<file path="src/sv/fir_pkg.sv">
package fir_pkg;

  // Sample and coefficient width (Q1.15 coefficients, 16-bit signed samples)
  localparam int unsigned DATA_W     = 16;
  localparam int unsigned PROD_W     = 2 * DATA_W;
  localparam int unsigned FRAC_W     = 15;
  localparam int unsigned COEF_IDX_W = 6;
  localparam int unsigned TAPS_W     = 7;

  localparam int unsigned MAX_TAPS_DEF = 64;

  localparam logic [TAPS_W-1:0] TAPS_RST = 7'd23;

  // Transaction function codes
  localparam logic FUNC_FILTER = 1'b0;
  localparam logic FUNC_COEF   = 1'b1;

  typedef enum logic [1:0] {
    ST_IDLE,
    ST_RUN,
    ST_DRAIN,
    ST_HOLD
  } fir_state_e;

  // Control broadcast to every cell of the tap row
  typedef struct packed {
    logic shift;   // take the sample of the left neighbour
    logic rotate;  // take sample and coefficient of the right neighbour
  } fir_cell_ctrl_t;

  // Control of the multiply-accumulate unit
  typedef struct packed {
    logic clr;     // zero the accumulator
    logic mul;     // multiply the head cell, product counts if tap_en
    logic tap_en;  // current tap lies inside the taps in use
  } fir_mac_ctrl_t;

endpackage

</file>
<file path="src/sv/fir_mac.sv">
module fir_mac
  import fir_pkg::*;
#(
  parameter int unsigned ACC_W = PROD_W + 6
) (
  input  logic                     clk_i,
  input  logic                     rst_ni,
  input  fir_mac_ctrl_t            ctrl_i,
  input  logic signed [DATA_W-1:0] coef_i,
  input  logic signed [DATA_W-1:0] sample_i,
  output logic signed [ACC_W-1:0]  acc_o
);

  logic signed [PROD_W-1:0] prod_q, prod_d;
  logic                     prod_vld_q, prod_vld_d;
  logic signed [ACC_W-1:0]  acc_q, acc_d;

  always_comb begin
    prod_d     = coef_i * sample_i;
    prod_vld_d = ctrl_i.mul & ctrl_i.tap_en & ~ctrl_i.clr;
    if (ctrl_i.clr) begin
      acc_d = '0;
    end else if (prod_vld_q) begin
      acc_d = acc_q + ACC_W'(prod_q);
    end else begin
      acc_d = acc_q;
    end
  end

  always_ff @(posedge clk_i) begin
    prod_q <= prod_d;
  end

  always_ff @(posedge clk_i or negedge rst_ni) begin
    if (!rst_ni) begin
      prod_vld_q <= 1'b0;
      acc_q      <= '0;
    end else begin
      prod_vld_q <= prod_vld_d;
      acc_q      <= acc_d;
    end
  end

  assign acc_o = acc_q;

endmodule
</file>
<file path="config.mk">
export PLATFORM = sky130hd
export DESIGN_NAME = fir_mac
export DESIGN_NICKNAME = d
export VERILOG_FILES = /design/src/sv/fir_pkg.sv /design/src/sv/fir_mac.sv
export SDC_FILE = /design/constraint.sdc
export NUM_CORES = 1
export LEC_CHECK = 0
export BUFFER_PORTS_ARGS = -buffer_cell sky130_fd_sc_hd__buf_2
export CELL_PAD_IN_SITES_DETAIL_PLACEMENT = 0
export CELL_PAD_IN_SITES_GLOBAL_PLACEMENT = 1
export CORE_ASPECT_RATIO = 0.9
export CORE_MARGIN = 5
export CORE_UTILIZATION = 39
export DETAILED_ROUTE_END_ITERATION = 8
export PLACE_DENSITY_LB_ADDON = 0.1
export SYNTH_ARGS = -nofsm -noshare
export SYNTH_HDL_FRONTEND = slang
export SYNTH_SLANG_ARGS = --single-unit
export TNS_END_PERCENT = 1
</file>
<file path="constraint.sdc">
create_clock -name clk_i -period 3.37 [get_ports clk_i]
set_input_delay 0.337 -clock clk_i [delete_from_list [all_inputs] [get_ports clk_i]]
set_output_delay 0.337 -clock clk_i [all_outputs]
set_load 0.01 [all_outputs]
</file>
---- Yosys cells after proc, flatten, opt, wreduce, memory -nomap -nowiden ----
Cells that the tools add are included.
Widths: inputs -> output; s select.
operators by class
  add/sub/neg operators ................... 1
  multiply operators ...................... 1
  div/mod/pow operators ................... 0
  $lt $le $gt $ge ......................... 0
  equal/unequal tests ..................... 0
  shift-type cells ........................ 0
  multiplexer cells ....................... 2
  bitwise logic cells ..................... 3
  reductions and logical operators ........ 1
operators by type and width
  kind               count
  $mux 38            2
  $add 38x32->38     1
  $mul 16x16->32     1
  $and 1x1->1        2
  $reduce_bool 2->1  1
  $not 1->1          1
word-level totals
  register bits ........................... 71
  bits in latches ......................... 0
  RAM bits ................................ 0
  ROM bits ................................ 0
  output and inout bits ................... 38
  logic and storage cells ................. 11
  memories kept ........................... 0

---- Longest topological paths before layout ----
  depth after elaboration ................. 3
  gate-level depth with buffers ........... 23

---- Worst setup path after synthesis ----
Ideal clock, no wire load.
  kind .................................... input port to flip-flop
  from .................................... input sample_i[1]
  to ...................................... register prod_q[30]
  arrival time ............................ 6.007 ns
  setup slack ............................. -2.709 ns
  cell stages on the path ................. 21
  path through ............................ clkbuf_1 nand2_1 inv_1 fa_1 fa_1 fa_1 fa_1 fa_1 inv_1 fa_1 inv_1 ha_1 a211oi_1 nand2_1 or3_1 a211o_1 a31o_4 a31oi_4 o2111ai_1 a21oi_1 xnor2_1
between the ends
  cells in the longest elaborated chain, start to end .. 1
RTL lines
  item                  RTL line       source
  start, declared       fir_mac.sv:10  input logic signed [DATA_W-1:0] sample_i,
  $mul 16x16->32        fir_mac.sv:19  prod_d = coef_i * sample_i;
  named net prod_d[30]  fir_mac.sv:14  logic signed [PROD_W-1:0] prod_q, prod_d;
  end signal, assigned  fir_mac.sv:31  prod_q <= prod_d;
  end, declared         fir_mac.sv:14
The timed path passes the listed nets, and every way through them passes these cells.
A chain may end at the register's enable or synchronous reset.

---- Final worst setup path ----
  from .................................... input coef_i[8]
  to ...................................... register prod_q[30]
between the ends
  cells in the longest elaborated chain, start to end .. 1
RTL lines
  item                  RTL line       source
  start, declared       fir_mac.sv:9   input logic signed [DATA_W-1:0] coef_i,
  $mul 16x16->32        fir_mac.sv:19
  named net prod_d[30]  fir_mac.sv:14
The timed path passes the listed nets, and every way through them passes these cells.

==> results_dict.tcl <==
set metrics [dict create \
    status "finished, violations left" \
    violations "setup timing" \
    syn_inst 1495 \
    syn-num-nets 1914 \
    slowest_delay_ns 0.53 \
    cts.htree.levels 3 \
    slew_violations 0 \
    die_w_um 208 \
    drt_wl_total_um 36800 \
    finalSetupTns_ns -41.71 \
    synth_seq_cells 71 \
    worstSetupStartpointType "input port" \
    reg2reg_from "acc_o[1]$_DFFE_PN0P_" \
    setup_slack_ns -2.20 \
    grt_remaining_overflow 0 \
    io_buffers 74 \
    antenna_found_initial 0 \
    cts_buffer_depth 2 \
    clk_latency_ns 0.35 \
    gp_congestion 0.824 \
    slowest_stage "fa_1" \
    ys_warn_count 0 \
    max_slew_margin 0.304 \
    startpoint "coef_i[8]" \
    grt_pass1_vias 11500 \
    max_freq_mhz 180 \
    wl_per_cell_um 16.7 \
    clk_pin_slew_worst_paths_ns 0.07 \
    cp.arrival_ns 5.84 \
    fin_nets 2146 \
    initial_core_util 0.395 \
    placed_area_um2 16100 \
    crit_fanout 13 \
    fin_crit_ns 5.57 \
    die_h_um 188 \
    cts_hold_buf 0 \
    path_cells "buf_4 -> and2_4 -> fa_1 -> inv_1 -> fa_1 -> fa_1 -> inv_1 -> fa_1 -> fa_1 -> inv_1 -> fa_1 -> inv_1 -> ha_4 -> and3_4 -> a221o_1 -> a31o_1 -> a211o_1 -> a31o_4 -> a31oi_4 -> o2111ai_2 -> a21oi_2 -> xnor2_1" \
    synth_edf_count 0 \
    ant_nets 0 \
    grt_pass1_wl_um 61600 \
    grt_max_degree 40 \
    setup_violations 26 \
    stdcell_area_um2 16700 \
    synthDistinctLibCells 66 \
    first_pass_iters 5 \
    min-delay-path-class "input port to async pin" \
    r2r_cells 10 \
    clkSinkCount 71 \
    netlist_area_um2 13800 \
    dp_slack_ns -2.78 \
    r2r_slack_ns 0.18 \
    syn_area_per_cell_um2 9.23 \
    finalCritPeriodShare 1.65 \
    cp_common_cell "fa_1" \
    worst_pin_slew_ns 1.04 \
    rsz0062_at_grt "true" \
    worst_ep_required_time_ns 3.64 \
    path_class "input port to register" \
    worst-path-buf-inv 5 \
    n_fill_cell 3414 \
    synthTopCellsByArea "fa_1, ha_1, inv_1, dfrtp_1, and2_1" \
    hold_violations 0 \
    critPathCaptureType "register" \
    pin_count 75 \
    via_per_inst 4.85 \
    via_count 10700 \
    numCtsBuffers 9 \
    core_region_area_um2 35000 \
    yosysTopAreaCell "fa_1" \
    area_delta_synth_final_pct 21.0 \
    grt_usage 0.194 \
    dieArea_um2 39200 \
    yosys_most_used_dff "dfrtp_1" \
    cap_violations 0 \
    yosysSeqAreaShare 0.117 \
    dpl.hpwl_um 32000 \
    rows 65 \
    post-route-drc-count 0 \
    drtIter0Drc 559 \
    final.setup_skew_ns 0.0120 \
    final_layout_size_suffix_gt1_frac 0.199 \
    cts_tree "done" \
    synth_top_area_share 0.382 \
    r2r_end "acc_o[37]$_DFFE_PN0P_" \
    critical-path-top-delay-family "adder cells" \
    cts_root_buf "clkbuf_16" \
    async_flop_share 0.549 \
]
## worst max-delay path by stage
stage	depth (start not counted)	endpoint	slack, ns
2_1_floorplan	20	prod_q[30]$_DFF_P_	-2.38
3_3_place_gp	21	prod_q[30]$_DFF_P_	-2.74
3_5_place_dp	21	prod_q[30]$_DFF_P_	-2.78
4_1_cts	22	prod_q[30]$_DFF_P_	-2.23
5_1_grt	21	prod_q[30]$_DFF_P_	-2.43
6_report	22	prod_q[30]$_DFF_P_	-2.20
## sequential cells by signal, summed over array words and instances, names as in the netlist
register	cells
acc_o	38
prod_q	32
prod_vld_q	1
## area by class of cell
class | instances | area (µm²) | share of cell area
multi-input combinational | 1081 | 11200 | 0.668
sequential | 71 | 1620 | 0.0969
inverter | 300 | 1130 | 0.0675
clock inverter | 7 | 62.6 | 0.00375
tap | 469 | 587 | 0.0352
timing repair buffer | 264 | 1910 | 0.115
clock buffer | 9 | 225 | 0.0135
antenna | 1 | 2.50 | 0.000150
## worst register-to-register path: cells and delay by family (launching register included)
family	cells	cell delay, ns
AO/OA/AOI/OAI	7	1.78
multiplexers	2	0.58
flip-flops	1	0.39
adder cells (fa/ha/maj)	1	0.31
## per-layer routing
metal,up-vias,track usage,part of all wire
li1,5118,-,-
met1,5371,0.296,0.49
met2,170,0.300,0.46
met3,31,0.0291,0.041
met4,0,0.0288,0.011
met5,-,0,0
## cell usage after synthesis (all sizes together), types with 2 or more instances
library cell	instances
fa	263
o22ai	3
nand2b	11
nand3b	2
xnor2	48
o31ai	4
a22o	2
clkbuf	39
nand4	3
o21bai	12
a2111o	2
o21ai	37
or3	3
o21a	7
nor3	10
nor3b	2
nand2	153
a2111oi	4
ha	119
and2	127
a21boi	2
buf	4
and3	7
a32oi	4
xor2	13
nor2	75
dfrtp	39
o211ai	5
a31o	3
a31oi	7
inv	299
dfxtp	32
a21o	27
a211o	3
a211oi	8
nor4	2
a22oi	2
mux2i	22
nor2b	6
a21oi	58
a221oi	2
nand3	13
## cells by family after synthesis
family | after synthesis | share of synthesized area
DFF | 71 | 0.117
buffers and inverters | 343 | 0.0934
muxes | 23 | 0.0168
AOI/OAI and AO/OA | 200 | 0.0990
adders and majority gates | 382 | 0.489
and+or+nand+nor | 415 | 0.145
xor gates and xnor gates | 61 | 0.0387
## placed cells by master, fill, tap and decap left out, types with 32 or more instances in the layout
cell / instances
nand2_1: 153
buf_4: 202
dfrtp_1: 39
ha_1: 110
inv_1: 296
fa_1: 255
nor2_1: 72
xnor2_1: 44
o21ai_0: 34
a21oi_1: 46
buf_2: 53
dfxtp_1: 32
and2_1: 123
## stage by stage
stage	hold WS [ns]	utilization	std cells
after floorplan	0.0414	-	1495
after global placement	0.495	0.460	2182
after detailed placement	0.519	0.460	2182
after CTS	0.187	0.475	2201
after global routing	0.217	0.477	2201
final	0.147	0.477	2202
## timing repair
item | 4_1_cts | 5_1_grt
setup endpoints to repair | 26 | 32
pin swaps | 22 | 11
setup buffers | 3 | 0
resized for setup | 57 | 15
Power is not shown: default switching activity piles up to over one toggle a cycle in this logic, so the estimate is an artifact.
