**src/sv/fir_pkg.sv**
```systemverilog
package fir_pkg;

  // Sample and coefficient width (Q1.15 coefficients, 16-bit signed samples)
  localparam int unsigned DATA_W     = 16;
  localparam int unsigned PROD_W     = 2 * DATA_W;
  localparam int unsigned FRAC_W     = 15;
  localparam int unsigned COEF_IDX_W = 6;
  localparam int unsigned TAPS_W     = 7;

  localparam int unsigned MAX_TAPS_DEF = 64;

  localparam logic [TAPS_W-1:0] TAPS_RST = 7'd23;

  // Transaction function codes
  localparam logic FUNC_FILTER = 1'b0;
  localparam logic FUNC_COEF   = 1'b1;

  typedef enum logic [1:0] {
    ST_IDLE,
    ST_RUN,
    ST_DRAIN,
    ST_HOLD
  } fir_state_e;

  // Control broadcast to every cell of the tap row
  typedef struct packed {
    logic shift;   // take the sample of the left neighbour
    logic rotate;  // take sample and coefficient of the right neighbour
  } fir_cell_ctrl_t;

  // Control of the multiply-accumulate unit
  typedef struct packed {
    logic clr;     // zero the accumulator
    logic mul;     // multiply the head cell, product counts if tap_en
    logic tap_en;  // current tap lies inside the taps in use
  } fir_mac_ctrl_t;

endpackage

```
**src/sv/fir_cell.sv**
```systemverilog
module fir_cell
  import fir_pkg::*;
(
  input  logic                     clk_i,
  input  logic                     rst_ni,
  input  fir_cell_ctrl_t           ctrl_i,
  input  logic signed [DATA_W-1:0] left_sample_i,
  input  logic signed [DATA_W-1:0] right_sample_i,
  input  logic signed [DATA_W-1:0] right_coef_i,
  input  logic                     coef_we_i,
  input  logic signed [DATA_W-1:0] coef_wdata_i,
  output logic signed [DATA_W-1:0] sample_o,
  output logic signed [DATA_W-1:0] coef_o
);

  logic signed [DATA_W-1:0] sample_q, sample_d;
  logic signed [DATA_W-1:0] coef_q, coef_d;

  always_comb begin
    sample_d = sample_q;
    coef_d   = coef_q;
    priority if (ctrl_i.rotate) begin
      sample_d = right_sample_i;
      coef_d   = right_coef_i;
    end else if (ctrl_i.shift) begin
      sample_d = left_sample_i;
    end else if (coef_we_i) begin
      coef_d = coef_wdata_i;
    end
  end

  always_ff @(posedge clk_i or negedge rst_ni) begin
    if (!rst_ni) begin
      sample_q <= '0;
      coef_q   <= '0;
    end else begin
      sample_q <= sample_d;
      coef_q   <= coef_d;
    end
  end

  assign sample_o = sample_q;
  assign coef_o   = coef_q;

endmodule

```
**config.mk**
```make
export PLATFORM = sky130hd
export DESIGN_NAME = fir_cell
export DESIGN_NICKNAME = d
export VERILOG_FILES = /design/src/sv/fir_pkg.sv /design/src/sv/fir_cell.sv
export SDC_FILE = /design/constraint.sdc
export NUM_CORES = 1
export LEC_CHECK = 0
export ABC_CLOCK_PERIOD_IN_PS = 870
export BUFFER_PORTS_ARGS = -buffer_cell sky130_fd_sc_hd__buf_4
export CORE_MARGIN = 4
export CORE_UTILIZATION = 42
export DETAILED_ROUTE_END_ITERATION = 8
export HOLD_SLACK_MARGIN = 0.1
export PLACE_DENSITY = 0.84
export RECOVER_POWER = 25
export SYNTH_ARGS = -nofsm -noshare
export SYNTH_HDL_FRONTEND = slang
export SYNTH_SLANG_ARGS = --single-unit
```
**constraint.sdc**
```tcl
create_clock -name clk_i -period 0.87 [get_ports clk_i]
set_input_delay 0 -clock clk_i [delete_from_list [all_inputs] [get_ports clk_i]]
set_output_delay 0 -clock clk_i [all_outputs]
set_load 0.005 [all_outputs]
```
# Word level (Yosys, flattened, before mapping)
# Index checks and enable logic that the tools add are counted.
# totals
regBits	32
latchBits	0
ram_bits	0
mem_bits_ro	0
out_inout_bits	32
n_memories	0
# classes
addsub	0
n_mul	0
div	0
magnitude_cmp	0
eq_ne	1
n_shift	0
n_mux	5
bitwise	0
n_reduce_logical	3
# op_table
op	count
16-bit 2-to-1 mux	5
2-bit nonzero test	2
2-bit != test, second input constant	1
2-bit AND reduction	1

# Longest topological paths before layout
# Gate-level depths: netlist (run 1).
# logic_depth
ltp_word	3
depth_mapped	4

# Worst setup path before layout (run 1)
# Ideal clock, no wire load.
# synth_timing
kind	flip-flop to flip-flop
start	register, netlist name coef_o[0]
end	register coef_q[0], in the netlist coef_o[0]
setup_time_ns	0.116
arrival_time_ns	0.641
required_time_ns	0.754
path_slack_ns	0.113
path_stages_with_launch	3
n_path_buf	0
synth_period_minus_slack_ns	0.757
path_cell_list	dfrtp_1 -> inv_1 -> o311ai_0
# synth_rtl
element	line	rtl
to (signal assigned)	fir_cell.sv:38	coef_q <= coef_d;
to (decl)	fir_cell.sv:17	logic signed [DATA_W-1:0] coef_q, coef_d;

==> metrics.txt, run 1 <==
outcome complete, no violations; area leader, netlist dfrtp_1; setup TNS 0 ns; clk_skew 0 ns; Synth area leaders dfrtp_1 (49%), nand4bb_1 (11%), mux2i_1 (9.8%), nand2_1 (7.4%), o311ai_1 (5.4%); CP max-delay cell dfrtp_1; Reg2Reg Launch Point coef_o[15]$_DFFE_PN0P_; Slew Limit Fails 0; GRT Overall Usage 26.89%; max cap viols 0; largest net degree at the start of global routing 42; H-tree depth 2; TritonCTS clock tree yes; mapped cell area 0.001628 mm2; port bufs 100; reg2reg setup slack 0.02 ns; Tcrit/Tclk final 98.10%; register area share after synthesis 49.19%; Arr. time, crit path 1.01 ns; Peak Freq 1.172 GHz; IO Pins 101; Synth cell types 15; FP Rows 22; syn_area_per_cell 10.30 um2; worst hold start ctrl_i[0]; worst path cell trace inv_1, o311ai_1; Worst Hold End sample_o[4]$_DFFE_PN0P_; CTS Sinks 32; PwrDens 1283 mW/mm2; overall die area 0.004936 mm2; VDD IR max 1.042 mV; initial antenna violation count 1; worst endpoint required time 1.02 ns; first-pass GRT wire length 10330 um; first drt pass iteration count 4; CTS Root Cell clkbuf_8; Die Span X 70.26 um; clock slew at reported path FFs 0.07 ns; vias in the first global route 2093; Top delay family on crit path flip-flops; vias per std cell 5.126; worst hold path type input pin to flop; R2R depth 2; Slew Limit Headroom 51.11%; GPL Wtd Cong 0.7292; worst-case clock buffer depth 2; # DRC 0; routed len/inst 17.55 um; final setup vio count 0; share of layout cells above drive strength 1 34.88%; grt ovf 0; CTS Buf Count 5; effective utilization at floorplan 43.80%; number of stages on the worst setup path 2; synth warn 0; top cell type's share of synthesized area 49.19%; WP buf/inv 1; total power 4.059 mW; drt total wl 6565 um; Detailed Route Iter0 Violations 155; Skew-Pair Late Insertion Delay 0.27 ns; Crit Path Class flop to flop; setup bufs post-CTS 0; nets 392; Setup crit end kind flop; Hold Vio Cnt, Final 0; Synth Instances 158; Mapped Nets 227; critical path fanouts, max 2; core footprint 0.003716 mm2; crit-path max cell delay 0.37 ns; Synth-to-Final Area Change 94.39%; Worst R2R End coef_o[15]$_DFFE_PN0P_; via count 1917; remaining antenna violation count 0; hold depth 3; Synth Register Bits 32; RSZ-0062 raised after global routing no; Die Ht 70.26 um; crit path time final 0.8535 ns; Pleak 1.541 nW; worst-margin pin slew 0.7300 ns; Startpoint Class flop; Detailed Place HPWL 3507 um
-- layout make-up --
| type | instances | area, um2 |
|---|---|---|
| Antenna cell | 2 | 5.005 |
| Sequential cell | 32 | 800.8 |
| Clock buffer | 8 | 90.09 |
| Tap cell | 48 | 60.06 |
| Fill cell | 193 | 551.8 |
| Inverter | 16 | 60.06 |
| Timing Repair Buffer | 171 | 1459 |
| Multi-Input combinational cell | 97 | 689.4 |
-- cells in the final DEF (no fill, tap or decap), drive strengths merged --
| cell | synthesis | layout |
|---|---|---|
| nand4bb | 16 | 16 |
| mux2i | 16 | 16 |
| nor2b | 1 | 1 |
| buf | 8 | 105 |
| inv | 16 | 16 |
| o21ai | 16 | 16 |
| o311ai | 16 | 16 |
| clkbuf | 5 | 9 |
| dfrtp | 32 | 32 |
| diode | 0 | 2 |
| dlygate4sd3 | 0 | 65 |
| nand2 | 32 | 32 |
-- stage by stage --
stage | setup WS, ns | utilization, % | hold WS, ns | instance area (um2) | std cells
2_1_floorplan | 0.1134 | - | -0.2956 | 1628 | 158
3_3_place_gp | -0.1078 | 65.08 | -0.04079 | 2419 | 299
3_5_place_dp | -0.2080 | 65.08 | -0.03419 | 2419 | 299
4_1_cts | 0.02569 | 85.02 | 0.1417 | 3159 | 372
5_1_grt | 0.004925 | 85.08 | 0.1668 | 3162 | 373
6_report | 0.01651 | 85.15 | 0.1623 | 3164 | 374
-- layer usage --
layer | GRT usage (%) | vias to the layer above | routed length [um]
li1 | - | 893 | -
met1 | 28.27 | 924 | 2276
met2 | 50.62 | 80 | 3743
met3 | 4.173 | 20 | 308
met4 | 13.83 | 0 | 236
met5 | 0 | - | 0
-- state kept, by name, summed over array words and instances (netlist names) --
name      cells
coef_o       16
sample_o     16
-- worst max path at each step --
stage	start	endpoint	slack [ns]
5_1_grt	coef_o[2]$_DFFE_PN0P_	coef_o[2]$_DFFE_PN0P_	0.005
6_report	coef_o[15]$_DFFE_PN0P_	coef_o[15]$_DFFE_PN0P_	0.02
2_1_floorplan	coef_o[0]$_DFFE_PN0P_	coef_o[0]$_DFFE_PN0P_	0.11
3_3_place_gp	ctrl_i[1]	coef_o[15]$_DFFE_PN0P_	-0.11
3_5_place_dp	ctrl_i[1]	coef_o[15]$_DFFE_PN0P_	-0.21
4_1_cts	coef_o[0]$_DFFE_PN0P_	coef_o[0]$_DFFE_PN0P_	0.03
-- worst reg2reg max path, delay by kind of cell (launching register included) --
family	cells	cell delay, ns
AO/OA/AOI/OAI	1	0.32
buffers and inverters	1	0.05
flip-flops	1	0.37
-- cells in the mapped netlist, drive strengths merged --
master / number
nand4bb: 16
dfrtp: 32
nand2: 32
o311ai: 16
buf: 8
nor2b: 1
clkbuf: 5
o21ai: 16
inv: 16
mux2i: 16
-- logic make-up after synthesis --
group	share of synthesized area (%)
AND/OR/NAND/NOR	18.99
multiplexers	9.838
flip-flops	49.19
AO/OA/AOI/OAI	13.53
buffers and inverters	8.455
-- report_power, final --
part / internal, mW / switching (mW) / total [mW]
Combinational: 0.724 / 0.441 / 1.16
Sequential: 1.63 / 0.0959 / 1.73
Clock: 0.645 / 0.519 / 1.16
Total: 3.00 / 1.06 / 4.06
-- repair_timing --
item,CTS,global route
hold endpoints to repair,64,0
resized for setup,2,3
hold buffers,65,0
setup endpoints to repair,2,3
Power figures use the tool's default switching activity.
==> run 2: changes to the inputs <==
GPL_TIMING_DRIVEN = 0   (was default)
==> metrics.txt, run 2 (synthesis gave the netlist of run 1 again) <==
outcome complete, no violations; Non-Filler Instances 380 (+1.6%); port bufs 100 (unchanged); Peak Freq 1.192 GHz (+1.7%); drt total wl 7070 um (+7.7%); max cap viols 0 (unchanged); remaining antenna violation count 0 (unchanged); Die Ht 70.26 um (unchanged); via count 2035 (+6.2%); vias per std cell 5.355 (+4.5%); first drt pass iteration count 4 (unchanged); Detailed Place HPWL 3683 um (+5.0%); CTS Sinks 32 (unchanged); RSZ-0062 raised after global routing no; Ant. Diodes 0 (-2); initial antenna violation count 0 (-1); PwrDens 1254 mW/mm2 (-2.2%); routed len/inst 18.61 um (+6.0%); Tcrit/Tclk final 96.46% (-1.6 points); post-route cell area 0.003206 mm2 (+1.3%); crit-path max cell delay 0.40 ns (+0.03 ns); TritonCTS clock tree yes; total power 4.020 mW (-0.95%); fillcell total 177 (-8.3%); worst endpoint required time 0.87 ns (-0.15 ns); GRT Overall Usage 29.56% (+2.7 points); Die Span X 70.26 um (unchanged); Detailed Route Iter0 Violations 161 (+3.9%); CTS Buf Count 5 (unchanged); DP Area 0.002439 mm2 (+0.83%); setup bufs post-CTS 0 (unchanged); Top delay family on crit path flip-flops; Slew Limit Headroom 63.50% (+12 points); crit path time final 0.8392 ns (-0.01427 ns); Synth-to-Final Area Change 96.93%; worst-case clock buffer depth 2 (unchanged); overall die area 0.004936 mm2 (unchanged); # DRC 0 (unchanged); H-tree depth 2 (unchanged); clk_skew 0 ns (unchanged); clock slew at reported path FFs 0.07 ns (about the same); Pleak 1.558 nW (+1.1%); FP Rows 22 (unchanged); Startpoint Class flop; WP buf/inv 1 (unchanged); worst path cell trace buf_4; grt ovf 0 (unchanged); Skew-Pair Late Insertion Delay 0.28 ns (about the same); Slew Limit Fails 0 (unchanged); first-pass GRT wire length 11170 um (+8.2%); effective utilization at floorplan 43.80% (unchanged); Setup crit end kind primary output; VDD IR max 1.054 mV (+1.1%); IO Pins 101 (unchanged); largest net degree at the start of global routing 33 (-21%); core footprint 0.003716 mm2 (unchanged); GPL Wtd Cong 0.7567 (+3.8%); Hold Vio Cnt, Final 0 (unchanged); share of layout cells above drive strength 1 35.54% (+0.67 points); worst hold path type input pin to flop; worst-margin pin slew 0.5476 ns (-0.1825 ns); vias in the first global route 2292 (+9.5%); CP max-delay cell dfrtp_1; Crit Path Class flop to primary output; commonest non-fill, non-tap cell in the layout buf_4; critical path fanouts, max 2 (unchanged); final setup vio count 0 (unchanged); nets 401 (+2.3%); CTS Root Cell clkbuf_8; Arr. time, crit path 0.84 ns (-0.17 ns); most frequent cells in the layout buf_4 (100), dlygate4sd3_1 (67), nand2_1 (32), dfrtp_1 (32); placed cells 306 (+2.3%)
==> run 2: final timing paths <==
check	start	endpoint	slack, ns	cells after the start
max	sample_o[14]$_DFFE_PN0P_	sample_o[14]	0.03	1
min	coef_we_i	coef_o[3]$_DFFE_PN0P_	0.09	3
max reg2reg	coef_o[1]$_DFFE_PN0P_	coef_o[1]$_DFFE_PN0P_	0.04	2
min reg2reg	coef_o[13]$_DFFE_PN0P_	coef_o[13]$_DFFE_PN0P_	0.56	2
max in group asynchronous	rst_ni	coef_o[10]$_DFFE_PN0P_	0.30	2
min in group asynchronous	rst_ni	sample_o[5]$_DFFE_PN0P_	0.25	2
==> run 2: layer usage <==
layer | routed length [um] | share of wire [%] | GRT usage, %
met5 | 0 | 0 | 0
met4 | 367 | 5.2 | 20.21
met3 | 392 | 5.5 | 5.036
met2 | 3846 | 54 | 52.91
met1 | 2463 | 35 | 31.05
==> run 2: stage by stage <==
step / hold WS, ns / setup TNS, ns / utilization, % / worst slack, ns
4_1_cts: 0.1002 / 0 / 85.49 / 0.0008351
2_1_floorplan: -0.2956 / 0 / - / 0.1134
3_3_place_gp: -0.03989 / -0.2842 / 65.62 / -0.03271
3_5_place_dp: -0.03366 / -0.6123 / 65.62 / -0.05621
6_report: 0.08595 / 0 / 86.26 / 0.03078
5_1_grt: 0.1088 / 0 / 86.26 / 0.002865
==> run 2: what timing repair did <==
action	in CTS	in global routing
gates resized for setup	0	9
setup endpoints to repair	0	9
hold buffers	66	2
hold endpoints to repair	64	1
==> run 2: layout make-up <==
cell class | instances | area [um2] | share of cell area, %
Timing Repair Buffer | 167 | 1421 | 44.34
Sequential cell | 32 | 800.8 | 24.98
Multi-Input combinational cell | 97 | 708.2 | 22.09
Buffer | 13 | 77.57 | 2.420
Clock buffer | 6 | 72.57 | 2.264
Inverter | 16 | 60.06 | 1.874
Tap cell | 48 | 60.06 | 1.874
Clock inverter | 1 | 5.005 | 0.1561
==> run 2: where the power goes <==
| part | switching (mW) | internal (mW) | leakage [nW] |
|---|---|---|---|
| Clock | 0.540 | 0.543 | 0.0410 |
| Sequential | 0.0876 | 1.63 | 0.387 |
| Combinational | 0.475 | 0.741 | 1.13 |
==> run 3: changes to the inputs <==
CELL_PAD_IN_SITES_DETAIL_PLACEMENT = 0   (was default)
CELL_PAD_IN_SITES_GLOBAL_PLACEMENT = 1   (was default)
CORE_UTILIZATION = 31   (was 42)
CTS_BUF_LIST = sky130_fd_sc_hd__clkbuf_4 sky130_fd_sc_hd__clkbuf_8   (was default)
GPL_ROUTABILITY_DRIVEN = 0   (was default)
PLACE_DENSITY = 0.86   (was 0.84)
==> metrics.txt, run 3 (synthesis gave the netlist of run 1 again) <==
outcome complete, no violations; fillcell total 437 (+150%); Detailed Route Iter0 Violations 92 (-43%); share of layout cells above drive strength 1 35.22% (-0.32 points); Crit Path Class input pin to flop; TritonCTS clock tree yes; Pint 3.001 mW (+2.9%); vias per std cell 4.626 (-14%); FF/Latch Area 800.8 um2 (unchanged); Die Span X 80.47 um (+15%); Seq pwr share 42.3% (-0.5 points); most frequent cells in the layout buf_4 (100), dlygate4sd3_1 (69), nand2_1 (32), dfrtp_1 (32); worst-margin pin slew 0.5161 ns (-0.03148 ns); CTS Sinks 32 (unchanged); Peak Freq 1.221 GHz (+2.5%); Final Util 63.82% (-22 points); fin worst setup slack 0.05126 ns (+0.02049 ns); post-route cell area 0.003259 mm2 (+1.7%); crit path time final 0.8187 ns (-0.02049 ns); clock share of power 29.1% (+2.2 points); Synth-to-Final Area Change 100.2%; grt ovf 0 (unchanged); Arr. time, crit path 1.00 ns (+0.16 ns); Slew Limit Headroom 65.59% (+2.1 points); largest net degree at the start of global routing 33 (unchanged); initial antenna violation count 0 (unchanged); drt total wl 6122 um (-13%); Skew-Pair Late Insertion Delay 0.27 ns (about the same); VDD IR max 0.7764 mV (-26%); commonest non-fill, non-tap cell in the layout buf_4; nets 403 (+0.50%); H-tree depth 2 (unchanged); Detailed Place HPWL 3699 um (+0.45%); CTS Root Cell clkbuf_8; clock slew at reported path FFs 0.07 ns (about the same); first-pass GRT wire length 9887 um (-11%); RSZ-0062 raised after global routing no; critical path fanouts, max 8 (+6); routed len/inst 15.08 um (-19%); Tcrit/Tclk final 94.11% (-2.4 points); Switching Power 1.052 mW (-4.6%); Slew Limit Fails 0 (unchanged); via count 1878 (-7.7%); effective utilization at floorplan 31.87% (-12 points); max cap viols 0 (unchanged); switching share of power 25.95% (-1.5 points); dpl ws -0.07288 ns (-0.01667 ns); Hold Vio Cnt, Final 0 (unchanged); DP Area 0.002466 mm2 (+1.1%); PwrDens 1244 mW/mm2 (-0.84%); FP Rows 26 (+18%); worst endpoint required time 1.05 ns (+0.18 ns); first drt pass iteration count 4 (unchanged); CTS Buf Count 5 (unchanged); worst-case clock buffer depth 2 (unchanged); # DRC 0 (unchanged); core footprint 0.005107 mm2 (+37%); vias in the first global route 2089 (-8.9%); Die Ht 80.47 um (+15%); multi-input logic area 696.9 um2 (-1.6%); IO Pins 101 (unchanged); remaining antenna violation count 0 (unchanged); final setup vio count 0 (unchanged); Logic pwr share 28.7% (-1.5 points); Setup crit end kind flop; worst hold path type input pin to flop; overall die area 0.006475 mm2 (+31%); Startpoint Class input pin; port bufs 100 (unchanged); Pleak 1.574 nW (+1.0%); clk_skew 0 ns (unchanged); GRT Overall Usage 20.10% (-9.5 points)
-- run 3: layout make-up --
cell class	count	area share [%]
multi-input combinational	97	21.38
clock inverter	2	0.3071
antenna	1	0.07678
timing repair buffer	169	44.22
tap	70	2.687
clock buffer	6	2.534
sequential	32	24.57
inverter	16	1.843
buffer	13	2.380
-- run 3: stage by stage --
step,power [mW],cells,setup TNS [ns],hold WS [ns]
detailed placement,2.637,328,-0.6225,-0.03039
finish,4.053,406,0,0.07803
global placement,2.624,328,-0.4392,-0.03365
floorplan,2.050,158,0,-0.2956
global route,4.294,405,0,0.1062
CTS,4.089,403,0,0.1056
-- run 3: per-layer routing --
layer	share of wire [%]	vias to the layer above	track usage (%)
li1	-	916	-
met1	39	870	23.19
met2	53	74	35.84
met3	5.6	18	3.812
met4	3.0	0	8.784
met5	0	-	0
-- run 3: final timing paths --
check	start	end	slack (ns)	cells past startpoint
worst min register to register	sample_o[6]$_DFFE_PN0P_	sample_o[6]$_DFFE_PN0P_	0.55	2
max in group asynchronous	rst_ni	coef_o[6]$_DFFE_PN0P_	0.32	2
min in group asynchronous	rst_ni	sample_o[14]$_DFFE_PN0P_	0.23	2
worst min-delay path	coef_we_i	coef_o[14]$_DFFE_PN0P_	0.08	3
worst max register to register	coef_o[15]$_DFFE_PN0P_	coef_o[15]$_DFFE_PN0P_	0.07	2
worst max-delay path	ctrl_i[0]	coef_o[14]$_DFFE_PN0P_	0.05	4
-- run 3: power by group through the flow --
stage	Sequential [mW]	Combinational, mW	Clock, mW
after floorplan	1.75	0.304	0
after global placement	1.74	0.889	0
after detailed placement	1.73	0.903	0
after CTS	1.71	1.15	1.23
after global routing	1.73	1.27	1.29
final	1.71	1.16	1.18
-- run 3: critical path: stages --
cell and delay [ns]:
buf_4 0.13, dlygate4sd3_1 0.57, nand4bb_1 0.19, o311ai_1 0.10
-- run 3: repair_timing --
item                       4_1_cts  5_1_grt
hold buffers                    67        3
setup buffers                    0        0
gates resized for setup          0        4
hold endpoints to repair        64        1
setup endpoints to repair        0        7
